File: src/sv/ubxack_pkg.sv
`timescale 1ns / 1ps
// ----------------------------------------------------------------------------
// ubxack_pkg
// Shared types, codes and ACK frame helpers for the UBX command/ACK unit.
// ----------------------------------------------------------------------------
`default_nettype none

package ubxack_pkg;

  // Input request kinds
  localparam logic [1:0] KIND_CMD  = 2'd0;
  localparam logic [1:0] KIND_RX   = 2'd1;
  localparam logic [1:0] KIND_TICK = 2'd2;

  // Result kinds
  localparam logic OUT_TX     = 1'b0;
  localparam logic OUT_STATUS = 1'b1;

  // Command status codes
  localparam logic [1:0] ST_NONE     = 2'd0;
  localparam logic [1:0] ST_ACK      = 2'd1;
  localparam logic [1:0] ST_TIMEOUT  = 2'd2;
  localparam logic [1:0] ST_MISMATCH = 2'd3;

  // Configuration register indexes
  localparam logic [1:0] REG_TIMEOUT      = 2'd0;
  localparam logic [1:0] REG_MAX_ATTEMPTS = 2'd1;
  localparam logic [1:0] REG_RESTART      = 2'd2;

  // UBX ACK-ACK frame constants
  localparam logic [7:0] UBX_SYNC_1      = 8'hB5;
  localparam logic [7:0] UBX_SYNC_2      = 8'h62;
  localparam logic [7:0] ACK_MSG_CLASS   = 8'h05;
  localparam logic [7:0] ACK_MSG_ID      = 8'h01;
  localparam logic [7:0] ACK_PAYLOAD_LEN = 8'h02;
  localparam logic [3:0] ACK_LEN         = 4'd10;
  localparam int         ACK_SUM_BYTES   = 6;

  localparam int QUEUE_DEPTH = 2;

  typedef enum logic [1:0] {
    OP_LOAD,
    OP_RX,
    OP_TICK
  } op_t;

  typedef struct packed {
    op_t        op;
    logic [7:0] data;
    logic       fend;
  } cmd_t;

  typedef struct packed {
    logic [15:0] timeout_ticks;
    logic [3:0]  max_attempts;
    logic        restart_on_mismatch;
  } cfg_t;

  // Fletcher-8 over the checked part of the ACK frame; returns {ck_b, ck_a}
  function automatic logic [15:0] ack_checksum(input logic [7:0] cls, input logic [7:0] id);
    logic [7:0] msg [ACK_SUM_BYTES];
    logic [7:0] a;
    logic [7:0] b;
    msg[0] = ACK_MSG_CLASS;
    msg[1] = ACK_MSG_ID;
    msg[2] = ACK_PAYLOAD_LEN;
    msg[3] = 8'h00;
    msg[4] = cls;
    msg[5] = id;
    a = 8'h00;
    b = 8'h00;
    for (int i = 0; i < ACK_SUM_BYTES; i++) begin
      a = a + msg[i];
      b = b + a;
    end
    return {b, a};
  endfunction

  // Expected byte of the ACK-ACK frame at a given position
  function automatic logic [7:0] ack_byte(input logic [3:0] idx, input logic [7:0] cls,
                                          input logic [7:0] id, input logic [7:0] ck_a,
                                          input logic [7:0] ck_b);
    logic [7:0] res;
    case (idx)
      4'd0:    res = UBX_SYNC_1;
      4'd1:    res = UBX_SYNC_2;
      4'd2:    res = ACK_MSG_CLASS;
      4'd3:    res = ACK_MSG_ID;
      4'd4:    res = ACK_PAYLOAD_LEN;
      4'd5:    res = 8'h00;
      4'd6:    res = cls;
      4'd7:    res = id;
      4'd8:    res = ck_a;
      default: res = ck_b;
    endcase
    return res;
  endfunction

endpackage

`default_nettype wire

File: src/sv/ubx_command_ack_handshake_unit.sv
`timescale 1ns / 1ps
// ----------------------------------------------------------------------------
// ubx_command_ack_handshake_unit
// Sends a UBX command frame with its Fletcher checksum, waits for the
// matching ACK-ACK frame and resends the stored frame on timeout.
// ----------------------------------------------------------------------------
//
//   Channel  Direction  Handshake        Payload
//   in_      request    in_valid/ready   in_kind, in_data, in_frame_end
//   out_     result     out_valid/ready  out_kind, out_tx_byte, out_status,
//                                        out_run_last
//   cfg      APB write  psel/penable     timeout, max attempts, restart mode
//
// A command byte goes through S_IDLE and S_DATA, at frame end the checksum
// bytes through S_CK_A and S_CK_B; received bytes and ticks are handled in
// S_IDLE, a status in S_STATUS. A retry replays the stored frame from the
// frame RAM byte by byte (registered read in S_RD, then output in S_RP) and
// takes no new request until done. A two-entry request queue keeps input
// flowing while the engine works or the result register is stalled. Reset is
// synchronous; the frame RAM is not cleared and only written entries are read.
// ----------------------------------------------------------------------------
`default_nettype none

module ubx_command_ack_handshake_unit #(
  parameter int FRAME_MAX = 48
) (
  input  wire logic        clk,
  input  wire logic        rst_n,
  input  wire logic        in_valid,
  output logic             in_ready,
  input  wire logic [1:0]  in_kind,
  input  wire logic [7:0]  in_data,
  input  wire logic        in_frame_end,
  output logic             out_valid,
  input  wire logic        out_ready,
  output logic             out_kind,
  output logic [7:0]       out_tx_byte,
  output logic [1:0]       out_status,
  output logic             out_run_last,
  input  wire logic        psel,
  input  wire logic        penable,
  input  wire logic        pwrite,
  input  wire logic [3:0]  paddr,
  input  wire logic [31:0] pwdata,
  output logic [31:0]      prdata,
  output logic             pready
);

  logic [15:0]      timeout_r;
  logic [3:0]       max_attempts_r;
  logic             restart_r;
  logic             cfg_wr;
  ubxack_pkg::cfg_t cfg;
  logic             cmd_valid;
  ubxack_pkg::cmd_t cmd;
  logic             cmd_pop;

  assign pready = 1'b1;
  assign cfg_wr = psel && penable && pwrite && pready;

  always_ff @(posedge clk) begin
    if (!rst_n) begin
      timeout_r      <= 16'd1;
      max_attempts_r <= 4'd4;
      restart_r      <= 1'b1;
    end else if (cfg_wr) begin
      case (paddr[3:2])
        ubxack_pkg::REG_TIMEOUT:      timeout_r      <= pwdata[15:0];
        ubxack_pkg::REG_MAX_ATTEMPTS: max_attempts_r <= pwdata[3:0];
        ubxack_pkg::REG_RESTART:      restart_r      <= pwdata[0];
        default: ;
      endcase
    end
  end

  always_comb begin
    case (paddr[3:2])
      ubxack_pkg::REG_TIMEOUT:      prdata = {16'h0000, timeout_r};
      ubxack_pkg::REG_MAX_ATTEMPTS: prdata = {28'h0000000, max_attempts_r};
      ubxack_pkg::REG_RESTART:      prdata = {31'h00000000, restart_r};
      default:                      prdata = 32'h00000000;
    endcase
  end

  assign cfg = '{timeout_ticks: timeout_r, max_attempts: max_attempts_r,
                 restart_on_mismatch: restart_r};

  ubxack_front u_front (
    .clk          (clk),
    .rst_n        (rst_n),
    .in_valid     (in_valid),
    .in_ready     (in_ready),
    .in_kind      (in_kind),
    .in_data      (in_data),
    .in_frame_end (in_frame_end),
    .cmd_valid_o  (cmd_valid),
    .cmd_o        (cmd),
    .cmd_pop_i    (cmd_pop)
  );

  ubxack_back #(
    .FRAME_MAX (FRAME_MAX)
  ) u_back (
    .clk          (clk),
    .rst_n        (rst_n),
    .cmd_valid_i  (cmd_valid),
    .cmd_i        (cmd),
    .cmd_pop_o    (cmd_pop),
    .cfg_i        (cfg),
    .out_valid    (out_valid),
    .out_ready    (out_ready),
    .out_kind     (out_kind),
    .out_tx_byte  (out_tx_byte),
    .out_status   (out_status),
    .out_run_last (out_run_last)
  );

endmodule

`default_nettype wire

File: src/sv/ubxack_ram.sv
`timescale 1ns / 1ps
// ----------------------------------------------------------------------------
// ubxack_ram
// Generic single-write, single-read RAM with registered read data.
// ----------------------------------------------------------------------------
`default_nettype none

module ubxack_ram #(
  parameter int WIDTH = 8,
  parameter int DEPTH = 48
) (
  input  wire logic                     clk,
  input  wire logic                     we,
  input  wire logic [$clog2(DEPTH)-1:0] waddr,
  input  wire logic [WIDTH-1:0]         wdata,
  input  wire logic                     re,
  input  wire logic [$clog2(DEPTH)-1:0] raddr,
  output logic      [WIDTH-1:0]         rdata
);

  logic [WIDTH-1:0] mem_r [DEPTH];

  always_ff @(posedge clk) begin
    if (we) begin
      mem_r[waddr] <= wdata;
    end
    if (re) begin
      rdata <= mem_r[raddr];
    end
  end

endmodule

`default_nettype wire

File: src/sv/ubxack_front.sv
`timescale 1ns / 1ps
// ----------------------------------------------------------------------------
// ubxack_front
// Accepts input requests, classifies them by kind and queues them for the
// command engine. Requests of an unused kind are taken and dropped.
// ----------------------------------------------------------------------------
`default_nettype none

module ubxack_front (
  input  wire logic              clk,
  input  wire logic              rst_n,
  input  wire logic              in_valid,
  output logic                   in_ready,
  input  wire logic [1:0]        in_kind,
  input  wire logic [7:0]        in_data,
  input  wire logic              in_frame_end,
  output logic                   cmd_valid_o,
  output ubxack_pkg::cmd_t       cmd_o,
  input  wire logic              cmd_pop_i
);

  localparam int PTR_W = (ubxack_pkg::QUEUE_DEPTH > 1) ? $clog2(ubxack_pkg::QUEUE_DEPTH) : 1;
  localparam int CNT_W = $clog2(ubxack_pkg::QUEUE_DEPTH + 1);
  localparam logic [PTR_W-1:0] PTR_LAST = PTR_W'(ubxack_pkg::QUEUE_DEPTH - 1);
  localparam logic [CNT_W-1:0] CNT_FULL = CNT_W'(ubxack_pkg::QUEUE_DEPTH);

  ubxack_pkg::cmd_t   queue_r [ubxack_pkg::QUEUE_DEPTH];
  logic [PTR_W-1:0]   wr_ptr_r;
  logic [PTR_W-1:0]   rd_ptr_r;
  logic [CNT_W-1:0]   count_r;

  logic               keep;
  ubxack_pkg::op_t    op;
  logic               push;
  logic               pop;

  always_comb begin
    keep = 1'b1;
    op   = ubxack_pkg::OP_LOAD;
    case (in_kind)
      ubxack_pkg::KIND_CMD:  op = ubxack_pkg::OP_LOAD;
      ubxack_pkg::KIND_RX:   op = ubxack_pkg::OP_RX;
      ubxack_pkg::KIND_TICK: op = ubxack_pkg::OP_TICK;
      default:               keep = 1'b0;
    endcase
  end

  assign in_ready    = (count_r != CNT_FULL);
  assign push        = in_valid && in_ready && keep;
  assign cmd_valid_o = (count_r != '0);
  assign pop         = cmd_pop_i && cmd_valid_o;
  assign cmd_o       = queue_r[rd_ptr_r];

  always_ff @(posedge clk) begin
    if (!rst_n) begin
      wr_ptr_r <= '0;
      rd_ptr_r <= '0;
      count_r  <= '0;
    end else begin
      if (push) begin
        queue_r[wr_ptr_r] <= '{op: op, data: in_data, fend: in_frame_end};
        wr_ptr_r <= (wr_ptr_r == PTR_LAST) ? '0 : wr_ptr_r + PTR_W'(1);
      end
      if (pop) begin
        rd_ptr_r <= (rd_ptr_r == PTR_LAST) ? '0 : rd_ptr_r + PTR_W'(1);
      end
      if (push && !pop) begin
        count_r <= count_r + CNT_W'(1);
      end else if (pop && !push) begin
        count_r <= count_r - CNT_W'(1);
      end
    end
  end

endmodule

`default_nettype wire

File: src/sv/ubxack_back.sv
`timescale 1ns / 1ps
// ----------------------------------------------------------------------------
// ubxack_back
// Command engine: stores and forwards the command frame, appends its
// checksum, matches the ACK-ACK frame, counts ticks and replays on timeout.
// ----------------------------------------------------------------------------
`default_nettype none

module ubxack_back #(
  parameter int FRAME_MAX = 48
) (
  input  wire logic             clk,
  input  wire logic             rst_n,
  input  wire logic             cmd_valid_i,
  input  wire ubxack_pkg::cmd_t cmd_i,
  output logic                  cmd_pop_o,
  input  wire ubxack_pkg::cfg_t cfg_i,
  output logic                  out_valid,
  input  wire logic             out_ready,
  output logic                  out_kind,
  output logic [7:0]            out_tx_byte,
  output logic [1:0]            out_status,
  output logic                  out_run_last
);

  localparam int LEN_W  = $clog2(FRAME_MAX + 1);
  localparam int ADDR_W = $clog2(FRAME_MAX);
  localparam logic [LEN_W-1:0] STORE_LIM = LEN_W'(FRAME_MAX - 2);

  typedef enum logic [2:0] {
    S_IDLE,
    S_DATA,
    S_CK_A,
    S_CK_B,
    S_RD,
    S_RP,
    S_STATUS
  } state_t;

  typedef enum logic {
    PH_LOAD,
    PH_ACK
  } phase_t;

  state_t            state_r;
  phase_t            phase_r;
  logic [LEN_W-1:0]  len_r;
  logic [7:0]        sum_a_r;
  logic [7:0]        sum_b_r;
  logic [7:0]        ack_class_r;
  logic [7:0]        ack_id_r;
  logic [7:0]        ack_sum_a_r;
  logic [7:0]        ack_sum_b_r;
  logic [3:0]        match_r;
  logic [15:0]       tick_r;
  logic [3:0]        attempt_r;
  logic [7:0]        byte_r;
  logic              fend_r;
  logic [ADDR_W-1:0] idx_r;
  logic [1:0]        status_r;

  logic              out_valid_r;
  logic              out_kind_r;
  logic [7:0]        out_tx_byte_r;
  logic [1:0]        out_status_r;
  logic              out_run_last_r;

  logic              slot_free;
  logic              take;
  logic              store;
  logic [7:0]        sum_a_new;
  logic [7:0]        sum_b_new;
  logic [15:0]       tick_inc;
  logic              timed_out;
  logic              match_hit;
  logic [3:0]        match_next;
  logic [15:0]       ack_ck;
  logic [LEN_W-1:0]  idx_end;
  logic              ram_we;
  logic [7:0]        ram_wdata;
  logic [7:0]        ram_rdata;

  assign slot_free  = !out_valid_r || out_ready;
  assign cmd_pop_o  = (state_r == S_IDLE) && cmd_valid_i;
  assign take       = cmd_pop_o;
  assign store      = take && (cmd_i.op == ubxack_pkg::OP_LOAD) && (phase_r == PH_LOAD)
                      && (len_r < STORE_LIM);
  assign sum_a_new  = sum_a_r + cmd_i.data;
  assign sum_b_new  = sum_b_r + sum_a_new;
  assign tick_inc   = (tick_r != 16'hFFFF) ? tick_r + 16'd1 : tick_r;
  assign timed_out  = (tick_inc >= cfg_i.timeout_ticks);
  assign match_hit  = (cmd_i.data == ubxack_pkg::ack_byte(match_r, ack_class_r, ack_id_r,
                                                          ack_sum_a_r, ack_sum_b_r));
  assign match_next = match_r + 4'd1;
  assign ack_ck     = ubxack_pkg::ack_checksum(ack_class_r, ack_id_r);
  assign idx_end    = LEN_W'(idx_r) + LEN_W'(1);

  // Frame bytes are written on load; checksum bytes land right after them
  always_comb begin
    ram_we    = 1'b0;
    ram_wdata = cmd_i.data;
    if (store) begin
      ram_we = 1'b1;
    end else if (state_r == S_CK_A) begin
      ram_we    = slot_free;
      ram_wdata = sum_a_r;
    end else if (state_r == S_CK_B) begin
      ram_we    = slot_free;
      ram_wdata = sum_b_r;
    end
  end

  ubxack_ram #(
    .WIDTH (8),
    .DEPTH (FRAME_MAX)
  ) u_frame_ram (
    .clk   (clk),
    .we    (ram_we),
    .waddr (len_r[ADDR_W-1:0]),
    .wdata (ram_wdata),
    .re    (state_r == S_RD),
    .raddr (idx_r),
    .rdata (ram_rdata)
  );

  always_ff @(posedge clk) begin
    if (!rst_n) begin
      state_r     <= S_IDLE;
      phase_r     <= PH_LOAD;
      len_r       <= '0;
      sum_a_r     <= '0;
      sum_b_r     <= '0;
      ack_class_r <= '0;
      ack_id_r    <= '0;
      ack_sum_a_r <= '0;
      ack_sum_b_r <= '0;
      match_r     <= '0;
      tick_r      <= '0;
      attempt_r   <= '0;
      out_valid_r <= 1'b0;
    end else begin
      if (out_valid_r && out_ready) begin
        out_valid_r <= 1'b0;
      end
      case (state_r)
        S_IDLE: begin
          if (take) begin
            byte_r <= cmd_i.data;
            fend_r <= cmd_i.fend;
            case (cmd_i.op)
              ubxack_pkg::OP_LOAD: begin
                if (phase_r == PH_LOAD) begin
                  if (store) begin
                    if (len_r >= LEN_W'(2)) begin
                      sum_a_r <= sum_a_new;
                      sum_b_r <= sum_b_new;
                    end
                    if (len_r == LEN_W'(2)) begin
                      ack_class_r <= cmd_i.data;
                    end
                    if (len_r == LEN_W'(3)) begin
                      ack_id_r <= cmd_i.data;
                    end
                    len_r   <= len_r + LEN_W'(1);
                    state_r <= S_DATA;
                  end else if (cmd_i.fend) begin
                    // store full: drop the byte but still close the frame
                    state_r <= S_CK_A;
                  end
                end
              end
              ubxack_pkg::OP_RX: begin
                if (phase_r == PH_ACK) begin
                  if (match_hit) begin
                    match_r <= match_next;
                    if (match_next >= ubxack_pkg::ACK_LEN) begin
                      status_r <= ubxack_pkg::ST_ACK;
                      state_r  <= S_STATUS;
                    end
                  end else if (cfg_i.restart_on_mismatch) begin
                    match_r <= '0;
                  end else begin
                    status_r <= ubxack_pkg::ST_MISMATCH;
                    state_r  <= S_STATUS;
                  end
                end
              end
              ubxack_pkg::OP_TICK: begin
                if (phase_r == PH_ACK) begin
                  if (!timed_out) begin
                    tick_r <= tick_inc;
                  end else if (attempt_r < cfg_i.max_attempts) begin
                    attempt_r <= attempt_r + 4'd1;
                    tick_r    <= '0;
                    match_r   <= '0;
                    idx_r     <= '0;
                    state_r   <= S_RD;
                  end else begin
                    status_r <= ubxack_pkg::ST_TIMEOUT;
                    state_r  <= S_STATUS;
                  end
                end
              end
              default: ;
            endcase
          end
        end
        S_DATA: begin
          if (slot_free) begin
            out_valid_r    <= 1'b1;
            out_kind_r     <= ubxack_pkg::OUT_TX;
            out_tx_byte_r  <= byte_r;
            out_status_r   <= ubxack_pkg::ST_NONE;
            out_run_last_r <= !fend_r;
            state_r        <= fend_r ? S_CK_A : S_IDLE;
          end
        end
        S_CK_A: begin
          if (slot_free) begin
            out_valid_r    <= 1'b1;
            out_kind_r     <= ubxack_pkg::OUT_TX;
            out_tx_byte_r  <= sum_a_r;
            out_status_r   <= ubxack_pkg::ST_NONE;
            out_run_last_r <= 1'b0;
            len_r          <= len_r + LEN_W'(1);
            state_r        <= S_CK_B;
          end
        end
        S_CK_B: begin
          if (slot_free) begin
            out_valid_r    <= 1'b1;
            out_kind_r     <= ubxack_pkg::OUT_TX;
            out_tx_byte_r  <= sum_b_r;
            out_status_r   <= ubxack_pkg::ST_NONE;
            out_run_last_r <= 1'b1;
            len_r          <= len_r + LEN_W'(1);
            ack_sum_a_r    <= ack_ck[7:0];
            ack_sum_b_r    <= ack_ck[15:8];
            phase_r        <= PH_ACK;
            tick_r         <= '0;
            match_r        <= '0;
            attempt_r      <= 4'd1;
            state_r        <= S_IDLE;
          end
        end
        S_RD: begin
          state_r <= S_RP;
        end
        S_RP: begin
          if (slot_free) begin
            out_valid_r    <= 1'b1;
            out_kind_r     <= ubxack_pkg::OUT_TX;
            out_tx_byte_r  <= ram_rdata;
            out_status_r   <= ubxack_pkg::ST_NONE;
            out_run_last_r <= (idx_end == len_r);
            if (idx_end == len_r) begin
              state_r <= S_IDLE;
            end else begin
              idx_r   <= idx_r + ADDR_W'(1);
              state_r <= S_RD;
            end
          end
        end
        S_STATUS: begin
          if (slot_free) begin
            out_valid_r    <= 1'b1;
            out_kind_r     <= ubxack_pkg::OUT_STATUS;
            out_tx_byte_r  <= 8'h00;
            out_status_r   <= status_r;
            out_run_last_r <= 1'b1;
            // drop the finished command and return to loading
            phase_r        <= PH_LOAD;
            len_r          <= '0;
            sum_a_r        <= '0;
            sum_b_r        <= '0;
            ack_class_r    <= '0;
            ack_id_r       <= '0;
            ack_sum_a_r    <= '0;
            ack_sum_b_r    <= '0;
            match_r        <= '0;
            tick_r         <= '0;
            attempt_r      <= '0;
            state_r        <= S_IDLE;
          end
        end
        default: state_r <= S_IDLE;
      endcase
    end
  end

  assign out_valid    = out_valid_r;
  assign out_kind     = out_kind_r;
  assign out_tx_byte  = out_tx_byte_r;
  assign out_status   = out_status_r;
  assign out_run_last = out_run_last_r;

endmodule

`default_nettype wire
File: config.mk
export PLATFORM = sky130hd
export DESIGN_NAME = ubx_command_ack_handshake_unit
export DESIGN_NICKNAME = d
export VERILOG_FILES = /design/src/sv/ubxack_pkg.sv /design/src/sv/ubx_command_ack_handshake_unit.sv /design/src/sv/ubxack_ram.sv /design/src/sv/ubxack_front.sv /design/src/sv/ubxack_back.sv
export SDC_FILE = /design/constraint.sdc
export NUM_CORES = 1
export LEC_CHECK = 0
export BUFFER_PORTS_ARGS = -buffer_cell sky130_fd_sc_hd__buf_2
export CORE_ASPECT_RATIO = 1.2
export CORE_MARGIN = 3
export CORE_UTILIZATION = 57
export CTS_BUF_LIST = sky130_fd_sc_hd__clkbuf_4 sky130_fd_sc_hd__clkbuf_8
export DETAILED_ROUTE_END_ITERATION = 16
export GPL_ROUTABILITY_DRIVEN = 0
export GPL_TIMING_DRIVEN = 0
export HOLD_SLACK_MARGIN = 0.12
export PLACE_DENSITY = 0.74
export SYNTH_ARGS = -nofsm -noshare
export SYNTH_HDL_FRONTEND = slang
export SYNTH_HIERARCHICAL = 1
export SYNTH_SLANG_ARGS = --single-unit
File: constraint.sdc
create_clock -name clk -period 4.45 [get_ports clk]
set_clock_uncertainty 0.1 [all_clocks]
set_input_delay 0.89 -clock clk [delete_from_list [all_inputs] [get_ports clk]]
set_output_delay 0.89 -clock clk [all_outputs]
set_load 0.05 [all_outputs]
# --- Word level (Yosys, flattened, before mapping) ---
# Memory sizes are Yosys's and may differ from the RTL's. A register that Yosys moved wholly into a read port is not among the register bits.
# Index checks and enable logic that the tools add are counted.
totals:
  ram_bits: 406
  input_bits: 54
  regBits: 137
  n_memories: 2
  wordCells: 306
memory_table:
  columns: ["memory", "depth", "width", "rd", "rd_ports_with_merged_regs", "wr", "line_no", "text"]
  rows:
  - ["u_back.u_frame_ram.mem_r", 48, 8, 1, 1, 1, "ubxack_ram.sv:21", "logic [WIDTH-1:0] mem_r [DEPTH];"]
  - ["u_front.queue_r", 2, 11, 1, 1, 1, "ubxack_front.sv:27", "ubxack_pkg::cmd_t queue_r [ubxack_pkg::QUEUE_DEPTH];"]
op_classes:
  order_cmp: 5
  n_reduce_logical: 57
  n_mux: 135
  n_eq_ne: 64
  n_addsub: 15
  n_bitwise: 1
op_table:
  columns: ["cell", "n"]
  rows:
  - ["two-way mux 8 bit", 30]
  - ["two-way mux 16 bit", 7]
  - ["case mux 8 bit (2 select lines)", 6]
  - ["two-way mux 6 bit", 13]
  - ["case mux 8 bit (9 select lines)", 1]
  - ["two-way mux 4 bit", 14]
  - ["case mux 16 bit (3 select lines)", 1]
  - ["two-way mux 3 bit", 15]
  - ["case mux 8 bit (5 select lines)", 1]
  - ["AND reduction 7 bit", 5]
  - ["adder 8 bit", 4]
  - ["case mux 16 bit (2 select lines)", 1]
  - ["inequality test 2 x 1 -> 1 bit (second input constant)", 15]
  - ["two-way mux 2 bit", 13]
  - ["two-way mux 1 bit", 20]
  - ["inequality test 2 bit (second input constant)", 10]
  - ["case mux 3 bit (6 select lines)", 1]
  - ["case mux 6 bit (3 select lines)", 1]
  - ["AND reduction 9 bit", 2]
  - ["adder 16 x 1 -> 16 bit (second input constant)", 1]
  - ["== test 4 x 3 -> 1 bit (second input constant)", 4]
  - ["greater-or-equal comparator 16 bit", 1]
  - ["inequality test 16 bit (second input constant)", 1]
  - ["case mux 4 bit (2 select lines)", 2]
  - ["other kinds (55)", 108]

# --- Longest topological paths before layout ---
depth:
  ltp_word: 10
  depth_mapped: 16

# --- By module ---
# Netlist, hierarchy kept.
by_module_without_submodules:
  columns: ["mod", "cells_each", "seq_area_each_um2", "area_per_inst_um2", "n_inst"]
  rows:
  - ["ubxack_ram", 790, 11771.3, 15414.8, 1]
  - ["ubxack_back", 931, 2532.4, 7895.1, 1]
  - ["ubx_command_ack_handshake_unit", 135, 420.4, 1176.1, 1]
  - ["ubxack_front", 61, 760.7, 1032.2, 1]

# --- Worst setup path after synthesis ---
# OpenSTA, ideal clock, no wires.
synth_path:
  path_type: "register to register"
  start: "register u_back.tick_r[0]"
  end: "register u_back.attempt_r[0]"
  path_stages_with_launch: 17
  t_required_ns: 4.235
  path_slack_ns: 0.597
  t_arrival_ns: 3.638
  synth_period_minus_slack_ns: 3.853
  path_cell_list: "dfxtp_1 -> ha_1 -> and3_1 -> nand3_1 -> nor4_4 -> nor2_1 -> nand2_1 -> xnor2_1 -> ha_1 -> a21o_1 -> a21o_1 -> a211oi_1 -> o22ai_1 -> o21ai_1 -> a22o_1 -> mux2_2 -> o21a_1"
synth_via:
  elab_chain_cells: 5
  elab_cells_between_ends: 6
  classes_between: "add/sub: 1; order compare: 1; eq/ne: 2; mux: 1; reduce/logical: 1"
synth_rtl:
  columns: ["item", "line_no", "text"]
  rows:
  - ["start: declaration", "ubxack_back.sv:55", "logic [15:0] tick_r;"]
  - ["start signal: assignment", "ubxack_back.sv:191", "tick_r <= tick_inc;"]
  - ["adder 16 x 1 -> 16 bit / inequality test 16 bit (equally long branches)", "ubxack_back.sv:90", "assign tick_inc = (tick_r != 16'hFFFF) ? tick_r + 16'd1 : tick_r;"]
  - ["two-way mux 16 bit (*)", "ubxack_back.sv:90", null]
  - ["greater-or-equal comparator 16 bit (*)", "ubxack_back.sv:91", "assign timed_out = (tick_inc >= cfg_i.timeout_ticks);"]
  - ["inequality test 2 x 1 -> 1 bit (no source line) (*)", null, null]
  - ["AND reduction 8 bit (no source line) (*)", null, null]
  - ["end signal: assignment", "ubxack_back.sv:193", "attempt_r <= attempt_r + 4'd1;"]
  - ["end: declaration", "ubxack_back.sv:56", "logic [3:0] attempt_r;"]
# Mark *: on every way between the ends. The rest lies on a longest branch, timed or not.
# A chain may end at the register's enable or synchronous reset.

==> results.cfg <==
[logic_synthesis]
synth_area_um2 = 25500
postSynthRegisterBits = 552
netlist.area_leader.share_pct = 52.1
ys_async_sr_fraction_pct = 0
synth_top_area_cell = edfxtp_1
synth_area_leaders = edfxtp_1 (52%), dfxtp_1 (8.6%), mux2i_1 (6.6%)
avgSynthCellArea_um2 = 13.3
yosysSeqAreaShare_pct = 60.7
synth_cell_types = 86
yosysWarnings = 6
syn_inst = 1917
synth-edff-count = 443
synth_ff_type = edfxtp_1

[detailed_routing]
drc_errors = 0
post_drt_wl_per_cell_um = 23.0
ant_nets = 0
drt_wl_total_um = 62600
via_count = 16700
vias_per_cell = 6.13
dr.pass1.iters = 5
drt-initial-drc-count = 1588

[global_route]
grt_pass1_wl_um = 95400
grt_max_degree = 33
grt_usage_pct = 26.5
grt_pass1_vias = 16600
overflow = 0
grtUsageMet2_pct = 43.4
top_usage_layer = met2
antenna_found_initial = 0
met3_usage_pct = 5.08
grt_use_met1_pct = 34.1

[sta]
fin_crit_sh_pct = 97.7
hold_viol = 0
worstMarginPinSlew_ns = 1.13
drv_slew = 0
fin_crit_ns = 4.35
setup_viol = 0
rsz0062_at_grt = yes
fin_tns_setup_ns = 0
timing.fmax_mhz = 230
relSlewSlack_pct = 23.5

[finish]
n_antenna_cell = 0
areaGrowthSynthToFinish_pct = 12.8
final_area_um2 = 28800
fin_util_pct = 65.4
layout_commonest_cell = edfxtp_1
instances_no_fill = 2726
most-common-layout-cells = edfxtp_1 (443), mux2i_1 (167), nand2_1 (163)
layout-drive-gt1-share_pct = 17.1
nets = 2218

[pwr]
finalPower_mw = 14.1
power_density_nw_per_um2 = 488
vdd_drop_max_mv = 0.432
leakage_nw = 10.5

[worst_setup_path]
slowest_delay_ns = 0.78
startpoint_type = register
crit_top_cell = nand2_1
end_kind = register
worstPathArrival_ns = 4.51
critPathRequiredTime_ns = 4.62
crit_type = register to register
r2r_slack_ns = 0.10
crit_slowest_cell = nor2_1
path_cells = buf_2 > mux2_1 > inv_1 > ha_1 > nand2_1 > a211oi_2 > nand2_1 > o21ai_0 > nor2b_1 > nand3_1 > nor2_1
worst-path-max-fanout = 10

[clocking]
cts_buffers = 87
htreeDepth = 3
clk_path_buf_depth = 3
clkLatencyLatePin_ns = 0.66
cts_tree = yes
root_buffer = clkbuf_8
path_clk_slew_ns = 0.06
cts_sinks = 552

[outcome]
status = completed

[placed_design]
io_buffers = 63
placed_cell_area_um2 = 26900
place_hpwl_um = 43200
dp.cells = 2562

[floorplanning]
die_h_um = 238
die_area_um2 = 47400
rows = 84
pin_count = 101
die_x_um = 199
initial_core_util_pct = 57.9
coreArea_um2 = 44000

[run]
drv_cap = 0

[hold_path]
min_path_type = input port to register
-- per-stage QoR --
stage,setup slack [ns],hold WS (ns)
after global placement,-2.49,0.358
after CTS,0.0288,0.251
after detailed placement,-0.180,0.366
final,0.102,0.318
after floorplan,0.597,0.343
after global routing,-0.0689,0.275
-- final cells by class --
cell class / instances / area [µm²]
Sequential cell: 552 / 15500
Fill cell: 3248 / 15200
Multi-Input combinational cell: 1213 / 9380
Clock buffer: 125 / 1530
Tap cell: 559 / 699
Buffer: 111 / 642
Timing Repair Buffer: 74 / 520
Clock inverter: 37 / 323
Inverter: 55 / 206
-- where the power goes --
part	internal (mW)	switching (mW)	total (mW)	leakage [nW]
Sequential	6.31	0.175	6.48	4.91
Clock	2.53	1.97	4.50	0.995
Combinational	0.940	2.13	3.07	4.64
-- worst max-delay path, delay by kind of cell, from the launching register on --
kind / cells / cell delay (ns)
mux: 1 / 0.43
flops: 1 / 0.33
buf+inv: 2 / 0.37
fa+ha+maj: 1 / 0.19
compound gates: 2 / 0.80
simple gates: 5 / 1.74
-- registers in the layout, indices dropped and copies added, names as in the netlist, 6 cells and up, named ones only --
| name | cells |
|---|---|
| u_back/sum_a_r | 8 |
| u_back/u_frame_ram/rdata | 8 |
| u_back/len_r | 6 |
| u_back/tick_r | 16 |
| u_back/byte_r | 8 |
| u_back/ack_sum_a_r | 8 |
| u_back/sum_b_r | 8 |
| u_back/idx_r | 6 |
| u_back/out_tx_byte | 8 |
| u_back/ack_class_r | 8 |
| u_front/queue_r | 22 |
| u_back/ack_id_r | 8 |
| u_back/u_frame_ram/mem_r | 384 |
| u_back/ack_sum_b_r | 8 |
| timeout_r | 16 |
-- metal layers --
layer  vias up  wire [µm]
met3       175       5160
met5         -          0
met2       835      30400
li1       7581          -
met1      8116      24200
met4         0       2870
-- cells by family (layout without fill, tap and decap cells) --
group | count (synthesis) | in the layout | synth area share [%]
AO/OA/AOI/OAI | 344 | 344 | 9.77
XOR/XNOR | 70 | 70 | 2.43
other | 2 | 17 | 0.0294
adder cells (fa/ha/maj) | 70 | 70 | 3.55
flip-flops | 552 | 552 | 60.7
multiplexers | 220 | 220 | 10.7
buffers and inverters | 167 | 402 | 3.34
AND/OR/NAND/NOR | 492 | 492 | 9.55
-- path summary, 6_finish.rpt --
check                             startpoint                                   endpoint  cells after the start
setup reg to reg                    register  u_back/u_frame_ram/mem_r[29][2]$_DFFE_PP_                     11
setup / recovery                    register  u_back/u_frame_ram/mem_r[29][2]$_DFFE_PP_                     11
hold / removal                    in_data[2]            u_front/queue_r[1][3]$_DFFE_PP_                      1
hold reg to reg   timeout_r[15]$_SDFFE_PN0P_                 timeout_r[15]$_SDFFE_PN0P_                      2
-- cell usage after synthesis, drive strengths merged (4+ instances only) --
| cell type | number |
|---|---|
| edfxtp | 443 |
| mux2i | 167 |
| nand2 | 163 |
| dfxtp | 109 |
| nor2 | 103 |
| buf | 71 |
| ha | 66 |
| a21oi | 65 |
| inv | 55 |
| a22oi | 50 |
| o21ai | 49 |
| nand3 | 47 |
| xnor2 | 45 |
| and2 | 41 |
| clkbuf | 41 |
| nor2b | 41 |
| mux4 | 40 |
| a21boi | 29 |
| a221oi | 25 |
| xor2 | 25 |
| a21o | 23 |
| nor3 | 20 |
| a22o | 19 |
| nand2b | 14 |
| nand4 | 14 |
| mux2 | 13 |
| o22ai | 13 |
| and3 | 10 |
| a211oi | 9 |
| o41ai | 9 |
| o22a | 7 |
| o211ai | 6 |
| o21bai | 6 |
| nand4b | 5 |
| nor3b | 5 |
| nor4 | 5 |
| o21a | 5 |
| fa | 4 |
| nand3b | 4 |
| or3 | 4 |
-- repair_timing --
item	4_1_cts	5_1_grt
hold buffers	0	0
buffers inserted	0	2
endpoints found under the setup margin	11	51
pin swaps	1	1
gates resized for setup	1	9
hold endpoints to repair	0	0
(Power assumes the default switching activity.)
